**config.mk**
```make
export PLATFORM = sky130hd
export DESIGN_NAME = length_prefixed_deframer_flat
export DESIGN_NICKNAME = d
export VERILOG_FILES = /design/src/rtl/lpd_pkg.sv /design/src/rtl/lpd_if.sv /design/src/rtl/length_prefixed_deframer.sv /design/src/rtl/lpd_in_reg.sv /design/src/rtl/lpd_parser.sv /design/src/rtl/lpd_out_reg.sv /design/src/flat_wrapper.sv
export VERILOG_INCLUDE_DIRS = /design/src /design/src/rtl
export SDC_FILE = /design/constraint.sdc
export NUM_CORES = 1
export LEC_CHECK = 0
export ABC_CLOCK_PERIOD_IN_PS = 5700
export BUFFER_PORTS_ARGS = -buffer_cell sky130_fd_sc_hd__buf_4
export CAP_MARGIN = 5
export CORE_MARGIN = 2
export CORE_UTILIZATION = 55
export CTS_BUF_LIST = sky130_fd_sc_hd__clkbuf_2 sky130_fd_sc_hd__clkbuf_4 sky130_fd_sc_hd__clkbuf_8
export DETAILED_ROUTE_END_ITERATION = 16
export GPL_ROUTABILITY_DRIVEN = 0
export PLACE_DENSITY = 0.84
export SETUP_SLACK_MARGIN = 0.5
export SLEW_MARGIN = 25
export SYNTH_ARGS = -nofsm -noshare
export SYNTH_HDL_FRONTEND = slang
export SYNTH_SLANG_ARGS = --single-unit
```
**constraint.sdc**
```tcl
create_clock -name i_clk -period 5.7 [get_ports i_clk]
set_input_delay 1.14 -clock i_clk [delete_from_list [all_inputs] [get_ports i_clk]]
set_output_delay 1.14 -clock i_clk [all_outputs]
set_load 0.01 [all_outputs]
```
**src/rtl/assert_macros.svh**
```systemverilog
// assertion macros used by the top-level rtl file
`ifndef ASSERT_MACROS_SVH
`define ASSERT_MACROS_SVH

`ifndef NO_ASSERTIONS

// property checked on every rising edge outside reset
`define LPD_ASSERT(lbl, clk, rst_n, prop) \
    lbl: assert property (@(posedge clk) disable iff (!rst_n) (prop)) \
        else $error("assertion failed");

// same, with a message of the caller's choosing
`define LPD_ASSERT_MSG(lbl, clk, rst_n, prop, msg) \
    lbl: assert property (@(posedge clk) disable iff (!rst_n) (prop)) \
        else $error(msg);

`else

`define LPD_ASSERT(lbl, clk, rst_n, prop)
`define LPD_ASSERT_MSG(lbl, clk, rst_n, prop, msg)

`endif

`endif

```
**src/rtl/lpd_pkg.sv**
```systemverilog
// shared constants and types of the length-prefixed deframer
package lpd_pkg;

    localparam int BYTE_W       = 8;
    localparam int WORD_W       = 32;
    localparam int HEADER_BYTES = 8;
    localparam int HALF_BYTES   = HEADER_BYTES / 2;
    localparam int TOTAL_EXTRA  = 4;
    localparam int CNT_W        = $clog2(HEADER_BYTES);
    localparam int KIND_W       = 2;

    // result kinds
    localparam logic [KIND_W-1:0] KIND_PAYLOAD = 2'd0;
    localparam logic [KIND_W-1:0] KIND_EMPTY   = 2'd1;
    localparam logic [KIND_W-1:0] KIND_ERROR   = 2'd2;

    // error codes
    localparam logic ERR_OVER_LIMIT = 1'b0;
    localparam logic ERR_MISMATCH   = 1'b1;

    typedef struct packed {
        logic [KIND_W-1:0] kind;
        logic [BYTE_W-1:0] payload_byte;
        logic              last_in_frame;
        logic              error_code;
    } t_result;

    typedef struct packed {
        logic halted;
        logic in_payload;
    } t_status;

endpackage

```
**src/rtl/lpd_if.sv**
```systemverilog
// valid/ready channels for stream bytes and for results
interface lpd_byte_if;
    logic                      valid;
    logic                      ready;
    logic [lpd_pkg::BYTE_W-1:0] in_byte;

    modport source (output valid, output in_byte, input ready);
    modport sink   (input valid, input in_byte, output ready);
endinterface

interface lpd_result_if;
    logic                       valid;
    logic                       ready;
    logic [lpd_pkg::KIND_W-1:0] kind;
    logic [lpd_pkg::BYTE_W-1:0] payload_byte;
    logic                       last_in_frame;
    logic                       error_code;

    modport source (output valid, output kind, output payload_byte,
                    output last_in_frame, output error_code, input ready);
    modport sink   (input valid, input kind, input payload_byte,
                    input last_in_frame, input error_code, output ready);
endinterface

```
**src/rtl/length_prefixed_deframer.sv**
```systemverilog
// top level of the length-prefixed frame deframer
//
//  channel   dir  handshake      payload
//  i_in      in   valid/ready    in_byte
//  o_out     out  valid/ready    kind, payload_byte, last_in_frame, error_code
//  i_cfg_*   in   write enable   max_payload (32 bits)
//
// one word per cycle while the result register has room; a result is loaded into the
// output register as its word leaves the input register; of header words only the last
// of a bad or empty header gives a result, words after an error none; all are consumed
// synchronous active-low reset clears the limit, header count, payload count, halt
// an unread result stalls the parser, and the input register then fills and drops ready
`include "assert_macros.svh"

module length_prefixed_deframer (
    input  logic                       i_clk,
    input  logic                       i_rst_n,
    input  logic                       i_cfg_we,
    input  logic [lpd_pkg::WORD_W-1:0] i_cfg_data,
    lpd_byte_if.sink                   i_in,
    lpd_result_if.source               o_out
);

    logic                       w_adv;
    logic                       w_held_valid;
    logic [lpd_pkg::BYTE_W-1:0] w_held_byte;
    logic                       w_out_free;
    logic                       w_res_valid;
    lpd_pkg::t_result           w_res;
    lpd_pkg::t_status           w_status;

    // held word moves on when the result register has room
    assign w_adv = w_held_valid && w_out_free;

    // input register
    lpd_in_reg u_in_reg (
        .i_clk   (i_clk),
        .i_rst_n (i_rst_n),
        .i_in    (i_in),
        .i_adv   (w_adv),
        .o_valid (w_held_valid),
        .o_byte  (w_held_byte)
    );

    // parser
    lpd_parser u_parser (
        .i_clk       (i_clk),
        .i_rst_n     (i_rst_n),
        .i_cfg_we    (i_cfg_we),
        .i_cfg_data  (i_cfg_data),
        .i_step      (w_adv),
        .i_byte      (w_held_byte),
        .o_res_valid (w_res_valid),
        .o_res       (w_res),
        .o_status    (w_status)
    );

    // result register
    lpd_out_reg u_out_reg (
        .i_clk   (i_clk),
        .i_rst_n (i_rst_n),
        .i_load  (w_res_valid),
        .i_res   (w_res),
        .o_free  (w_out_free),
        .o_out   (o_out)
    );

    // checks
    `LPD_ASSERT_MSG(a_error_halts, i_clk, i_rst_n, w_res_valid && (w_res.kind == lpd_pkg::KIND_ERROR) |=> w_status.halted, "error result did not halt the parser")
    `LPD_ASSERT_MSG(a_halt_sticks, i_clk, i_rst_n, w_status.halted |=> w_status.halted, "halt cleared without reset")
    `LPD_ASSERT_MSG(a_halt_silent, i_clk, i_rst_n, w_status.halted |-> !w_res_valid, "result produced while halted")
    `LPD_ASSERT(a_halt_no_payload, i_clk, i_rst_n, !(w_status.halted && w_status.in_payload && $past(!w_status.halted)) || $past(w_status.in_payload))

endmodule

```
**src/rtl/lpd_in_reg.sv**
```systemverilog
// input register: holds one stream word until the parser takes it
module lpd_in_reg (
    input  logic                       i_clk,
    input  logic                       i_rst_n,
    lpd_byte_if.sink                   i_in,
    input  logic                       i_adv,
    output logic                       o_valid,
    output logic [lpd_pkg::BYTE_W-1:0] o_byte
);

    logic                       r_valid;
    logic [lpd_pkg::BYTE_W-1:0] r_byte;

    // free when empty or when the held word moves on this cycle
    assign i_in.ready = !r_valid || i_adv;

    // valid flag
    always_ff @(posedge i_clk) begin
        if (!i_rst_n) begin
            r_valid <= 1'b0;
        end else if (i_in.ready) begin
            r_valid <= i_in.valid;
        end
    end

    // word capture
    always_ff @(posedge i_clk) begin
        if (i_in.valid && i_in.ready) begin
            r_byte <= i_in.in_byte;
        end
    end

    assign o_valid = r_valid;
    assign o_byte  = r_byte;

endmodule

```
**src/rtl/lpd_parser.sv**
```systemverilog
// header gathering, checks and payload counting, one word per step
module lpd_parser (
    input  logic                       i_clk,
    input  logic                       i_rst_n,
    input  logic                       i_cfg_we,
    input  logic [lpd_pkg::WORD_W-1:0] i_cfg_data,
    input  logic                       i_step,
    input  logic [lpd_pkg::BYTE_W-1:0] i_byte,
    output logic                       o_res_valid,
    output lpd_pkg::t_result           o_res,
    output lpd_pkg::t_status           o_status
);

    logic [lpd_pkg::WORD_W-1:0] r_max_payload;
    logic [lpd_pkg::CNT_W-1:0]  r_hdr_cnt, n_hdr_cnt;
    logic [lpd_pkg::WORD_W-1:0] r_total, n_total;
    logic [lpd_pkg::WORD_W-1:0] r_length, n_length;
    logic [lpd_pkg::WORD_W-1:0] r_remaining, n_remaining;
    logic                       r_halted, n_halted;
    logic [lpd_pkg::WORD_W-1:0] w_shift_total;
    logic [lpd_pkg::WORD_W-1:0] w_shift_length;
    logic [lpd_pkg::WORD_W:0]   w_len_plus;

    // header words shifted in big-endian
    assign w_shift_total  = {r_total[lpd_pkg::WORD_W-lpd_pkg::BYTE_W-1:0], i_byte};
    assign w_shift_length = {r_length[lpd_pkg::WORD_W-lpd_pkg::BYTE_W-1:0], i_byte};
    // length plus header extra at full width, no wrap
    assign w_len_plus = {1'b0, w_shift_length}
                      + (lpd_pkg::WORD_W+1)'(lpd_pkg::TOTAL_EXTRA);

    // next state and result
    always_comb begin
        n_hdr_cnt   = r_hdr_cnt;
        n_total     = r_total;
        n_length    = r_length;
        n_remaining = r_remaining;
        n_halted    = r_halted;
        o_res_valid = 1'b0;
        o_res       = '0;
        if (i_step && !r_halted) begin
            if (r_remaining != '0) begin
                // payload phase
                n_remaining         = r_remaining - 1'b1;
                o_res_valid         = 1'b1;
                o_res.kind          = lpd_pkg::KIND_PAYLOAD;
                o_res.payload_byte  = i_byte;
                o_res.last_in_frame = (r_remaining == lpd_pkg::WORD_W'(1));
            end else begin
                // header phase
                if (r_hdr_cnt < lpd_pkg::CNT_W'(lpd_pkg::HALF_BYTES)) begin
                    n_total = w_shift_total;
                end else begin
                    n_length = w_shift_length;
                end
                if (r_hdr_cnt == lpd_pkg::CNT_W'(lpd_pkg::HEADER_BYTES - 1)) begin
                    n_hdr_cnt   = '0;
                    o_res_valid = 1'b1;
                    if (w_shift_length > r_max_payload) begin
                        n_halted         = 1'b1;
                        o_res.kind       = lpd_pkg::KIND_ERROR;
                        o_res.error_code = lpd_pkg::ERR_OVER_LIMIT;
                    end else if (w_len_plus != {1'b0, r_total}) begin
                        n_halted         = 1'b1;
                        o_res.kind       = lpd_pkg::KIND_ERROR;
                        o_res.error_code = lpd_pkg::ERR_MISMATCH;
                    end else if (w_shift_length == '0) begin
                        o_res.kind          = lpd_pkg::KIND_EMPTY;
                        o_res.last_in_frame = 1'b1;
                    end else begin
                        o_res_valid = 1'b0;
                        n_remaining = w_shift_length;
                    end
                end else begin
                    n_hdr_cnt = r_hdr_cnt + 1'b1;
                end
            end
        end
    end

    // control state
    always_ff @(posedge i_clk) begin
        if (!i_rst_n) begin
            r_max_payload <= '0;
            r_hdr_cnt     <= '0;
            r_remaining   <= '0;
            r_halted      <= 1'b0;
        end else begin
            if (i_cfg_we) begin
                r_max_payload <= i_cfg_data;
            end
            r_hdr_cnt   <= n_hdr_cnt;
            r_remaining <= n_remaining;
            r_halted    <= n_halted;
        end
    end

    // header words
    always_ff @(posedge i_clk) begin
        r_total  <= n_total;
        r_length <= n_length;
    end

    assign o_status.halted     = r_halted;
    assign o_status.in_payload = (r_remaining != '0);

endmodule

```
**src/rtl/lpd_out_reg.sv**
```systemverilog
// result register facing the output channel
module lpd_out_reg (
    input  logic             i_clk,
    input  logic             i_rst_n,
    input  logic             i_load,
    input  lpd_pkg::t_result i_res,
    output logic             o_free,
    lpd_result_if.source     o_out
);

    logic             r_valid;
    lpd_pkg::t_result r_res;

    // room for a new result when empty or being drained
    assign o_free = !r_valid || o_out.ready;

    // valid flag
    always_ff @(posedge i_clk) begin
        if (!i_rst_n) begin
            r_valid <= 1'b0;
        end else if (i_load) begin
            r_valid <= 1'b1;
        end else if (o_out.ready) begin
            r_valid <= 1'b0;
        end
    end

    // result capture
    always_ff @(posedge i_clk) begin
        if (i_load) begin
            r_res <= i_res;
        end
    end

    assign o_out.valid         = r_valid;
    assign o_out.kind          = r_res.kind;
    assign o_out.payload_byte  = r_res.payload_byte;
    assign o_out.last_in_frame = r_res.last_in_frame;
    assign o_out.error_code    = r_res.error_code;

endmodule

```
**src/flat_wrapper.sv**
```systemverilog
// flat-port wrapper written by rule: the top's interface ports become plain ports
module length_prefixed_deframer_flat 
  (i_clk, i_rst_n, i_cfg_we, i_cfg_data, i_in_valid, i_in_in_byte, i_in_ready, o_out_valid, o_out_kind, o_out_payload_byte, o_out_last_in_frame, o_out_error_code, o_out_ready);
  lpd_byte_if i_in_i ();
  lpd_result_if o_out_i ();
  input  logic i_clk;
  input  logic i_rst_n;
  input  logic i_cfg_we;
  input  logic [lpd_pkg::WORD_W-1:0] i_cfg_data;
  input wire logic [$bits(i_in_i.valid)-1:0] i_in_valid;
  input wire logic [$bits(i_in_i.in_byte)-1:0] i_in_in_byte;
  output wire logic [$bits(i_in_i.ready)-1:0] i_in_ready;
  output wire logic [$bits(o_out_i.valid)-1:0] o_out_valid;
  output wire logic [$bits(o_out_i.kind)-1:0] o_out_kind;
  output wire logic [$bits(o_out_i.payload_byte)-1:0] o_out_payload_byte;
  output wire logic [$bits(o_out_i.last_in_frame)-1:0] o_out_last_in_frame;
  output wire logic [$bits(o_out_i.error_code)-1:0] o_out_error_code;
  input wire logic [$bits(o_out_i.ready)-1:0] o_out_ready;
  assign i_in_i.valid = i_in_valid;
  assign i_in_i.in_byte = i_in_in_byte;
  assign i_in_ready = i_in_i.ready;
  assign o_out_valid = o_out_i.valid;
  assign o_out_kind = o_out_i.kind;
  assign o_out_payload_byte = o_out_i.payload_byte;
  assign o_out_last_in_frame = o_out_i.last_in_frame;
  assign o_out_error_code = o_out_i.error_code;
  assign o_out_i.ready = o_out_ready;
  length_prefixed_deframer u_core (.i_clk(i_clk), .i_rst_n(i_rst_n), .i_cfg_we(i_cfg_we), .i_cfg_data(i_cfg_data), .i_in(i_in_i), .o_out(o_out_i));
endmodule
```
==> impl_results.md <==
* Most area-hungry cell type in the Yosys netlist: edfxtp_1
* Post_cts resized at 0
* # fillers at 1135
* Worst-skew pair later-pin latency at 0.46 ns
* Share of the synthesized area in the top cell type at 0.281
* Clk slew on worst S/H paths at 0.08 ns
* Slew HR at 0.415
* R2r setup slk at 1.25 ns
* CTS tree: built
* Ranking of synthesized cells by area: edfxtp_1 28%, dfxtp_1 17%, ha_1 6.0%, mux2i_1 4.6%, nor2_1 4.4%
* Worst r2r src: u_core.u_in_reg.o_byte[5]
* Pwr dens at 427 nW/um^2
* CP startpoint kind: register
* Post-synth design cell area at 8130 um^2
* Remaining routing DRC violations at 0
* Overall die height at 126 um
* Post-synth top cells: 96 x nor2_1, 76 x edfxtp_1, 70 x dfxtp_1
* Vias in the first global route at 6514
* Most common cell in the synthesized netlist: nor2_1
* Floorplan core area at 14500 um^2
* Sequential fraction of the synthesis area at 0.453
* Drt pass-1 iters at 6
* R2R Path End: u_core.u_parser.r_remaining[22]
* Critical Path End Type: register
* Setup TNS Final at 0 ns
* Synth cell types at 74
* Post-Syn Instances at 851
* DRT iter0 DRCs at 713
* Skew final at 0.00984 ns
* Tmin final at 4.45 ns
* FF+latch count, synth at 146
* Antenna violations before repair at 0
* Avg Inst Size Synth at 9.56 um^2
* Critical path class: reg -> reg
* CTS buffer count at 17
* DRT Wirelength at 19.9 mm
* Largest net degree at the start of global routing at 47
* RSZ-0062 raised after global routing: false
* Htree depth at 4
* Post-DP HPWL at 13.9 mm
* Share of cells above drive strength 1 at 0.143
* Port buffer count at 58
* Ys flop type: edfxtp_1
* Pleak at 3.40 nW
* R2r worst-path depth at 9
* Postcts setup bufs at 0
* Root buffer selected by CTS: clkbuf_8
* Clock sink count at 146
* GRT Total Usage at 0.254
* Setup Viol. Count Final at 0
* First-pass GRT wire length at 32.1 mm
* IO Pins at 59
* Hold Crit Class: reg -> reg
* Avg Vias per Cell at 6.30
* Maximum VDD drop at 0.458 mV
* Nets at 972
* EDFF count, synth at 76
* Final hold violations at 0
* Yosys warns at 0
* Post-CTS Hold Buffers at 0
* Fraction of registers with async set/reset at 0
* Die Width at 126 um
* Worst slew pin tran at 0.870 ns
* DR WL/cell at 18.3 um
* Fmax at 225 MHz
* Final ANT Viol Nets at 0
* Arr. time, crit path at 4.80 ns
* Layout overhead on the synthesized area at 12.0%
* Initial core utilization at 0.562
* Clock buffer depth at 2
* Outcome: finished, final reports clean
* CP Launch Point: u_core.u_in_reg.o_byte[5]
* Slew Limit Fails at 0
* Period utilization at 0.780
* Rows at 44
* Ant diodes at 0
* Crit-path max FO at 35
* GRT overflow at 0
* WP data required at 6.06 ns
* CP endpoint: u_core.u_parser.r_remaining[22]
* Final core occ at 0.629
* Die area at 15800 um^2
* Vias at 6835
* Max-Cap Viols at 0
* Syn nets at 935
## layer usage
layer	routed length, um	global-route usage
met1	8210	0.329
met4	779	0.125
met3	1530	0.0454
met2	9380	0.413
met5	0	0
## logic make-up after synthesis
| logic type | count (synthesis) | share of synthesized area |
|---|---|---|
| buffers and inverters | 99 | 0.0491 |
| XOR/XNOR | 37 | 0.0399 |
| multiplexers | 37 | 0.0455 |
| adder cells (fa/ha/maj) | 39 | 0.0600 |
| flip-flops | 146 | 0.453 |
| AO/OA/AOI/OAI | 168 | 0.148 |
| AND/OR/NAND/NOR | 325 | 0.205 |
## worst min path at each step
stage,cells past startpoint,slack [ns],from,endpoint
2_1_floorplan,2,0.44,u_core.u_parser.r_remaining[15],u_core.u_parser.r_remaining[15]
3_3_place_gp,0,0.45,u_core.u_parser.r_total[21],u_core.u_parser.r_total[29]
3_5_place_dp,0,0.46,u_core.u_parser.r_total[17],u_core.u_parser.r_total[25]
4_1_cts,0,0.48,u_core.u_parser.r_total[17],u_core.u_parser.r_total[25]
5_1_grt,2,0.50,u_core.u_parser.r_remaining[13],u_core.u_parser.r_remaining[13]
6_report,2,0.48,u_core.u_parser.r_remaining[13],u_core.u_parser.r_remaining[13]
## placed cells by master (no fill, tap or decap), types with 26 or more instances in the layout
| master | instances |
|---|---|
| nor3_1 | 27 |
| inv_1 | 52 |
| buf_4 | 65 |
| dfxtp_1 | 70 |
| nand2_1 | 64 |
| ha_1 | 39 |
| edfxtp_1 | 76 |
| nor2_1 | 95 |
| a21oi_1 | 59 |
| mux2i_1 | 37 |
| nand4_1 | 26 |
## critical path: stages (launching register included)
cell	delay, ns
edfxtp_1	0.63
nand4_1	0.50
or4_4	0.61
nor4_2	0.31
o32ai_1	0.13
or4b_1	0.55
and4bb_1	0.30
nand2_2	0.43
and2_4	0.49
a2111oi_2	0.37
## sequential cells by signal (all words and copies together), names as in the netlist
signal	cells
u_core.u_out_reg.o_out.error_code	1
u_core.u_out_reg.o_out.payload_byte	8
u_core.u_out_reg.o_out.last_in_frame	1
u_core.u_parser.r_remaining	32
u_core.u_out_reg.o_out.valid	1
u_core.u_parser.r_length	24
u_core.u_parser.r_halted	1
u_core.u_parser.r_max_payload	32
u_core.u_parser.r_total	32
u_core.u_in_reg.o_byte	8
u_core.u_parser.r_hdr_cnt	3
u_core.u_out_reg.o_out.kind	2
u_core.u_in_reg.o_valid	1
## per-stage QoR
stage / hold WS (ns) / power (mW) / worst slack, ns / cells / cell area, um^2
after detailed placement: 0.462 / 2.93 / 1.45 / 1053 / 8650
after CTS: 0.483 / 3.87 / 1.38 / 1085 / 9110
after floorplan: 0.439 / 2.54 / 1.45 / 851 / 8130
after global routing: 0.500 / 4.12 / 1.05 / 1085 / 9110
after global placement: 0.454 / 2.90 / 1.48 / 1053 / 8650
final: 0.481 / 3.89 / 1.25 / 1085 / 9110
## layout make-up
class,instances,area [um^2],share of cell area
repair buffers,65,488,0.0536
flip-flops and latches,146,3680,0.404
clock inverters,13,205,0.0225
clock buffers,19,255,0.0280
inverters,52,195,0.0214
well taps,184,230,0.0253
multi-input cells,606,4050,0.445
## where the power goes
part           switching, mW  internal [mW]  total (mW)
Clock                  0.399          0.539       0.938
Sequential             0.134           1.30        1.43
Combinational          0.963          0.557        1.52
(Power assumes the default switching activity.)
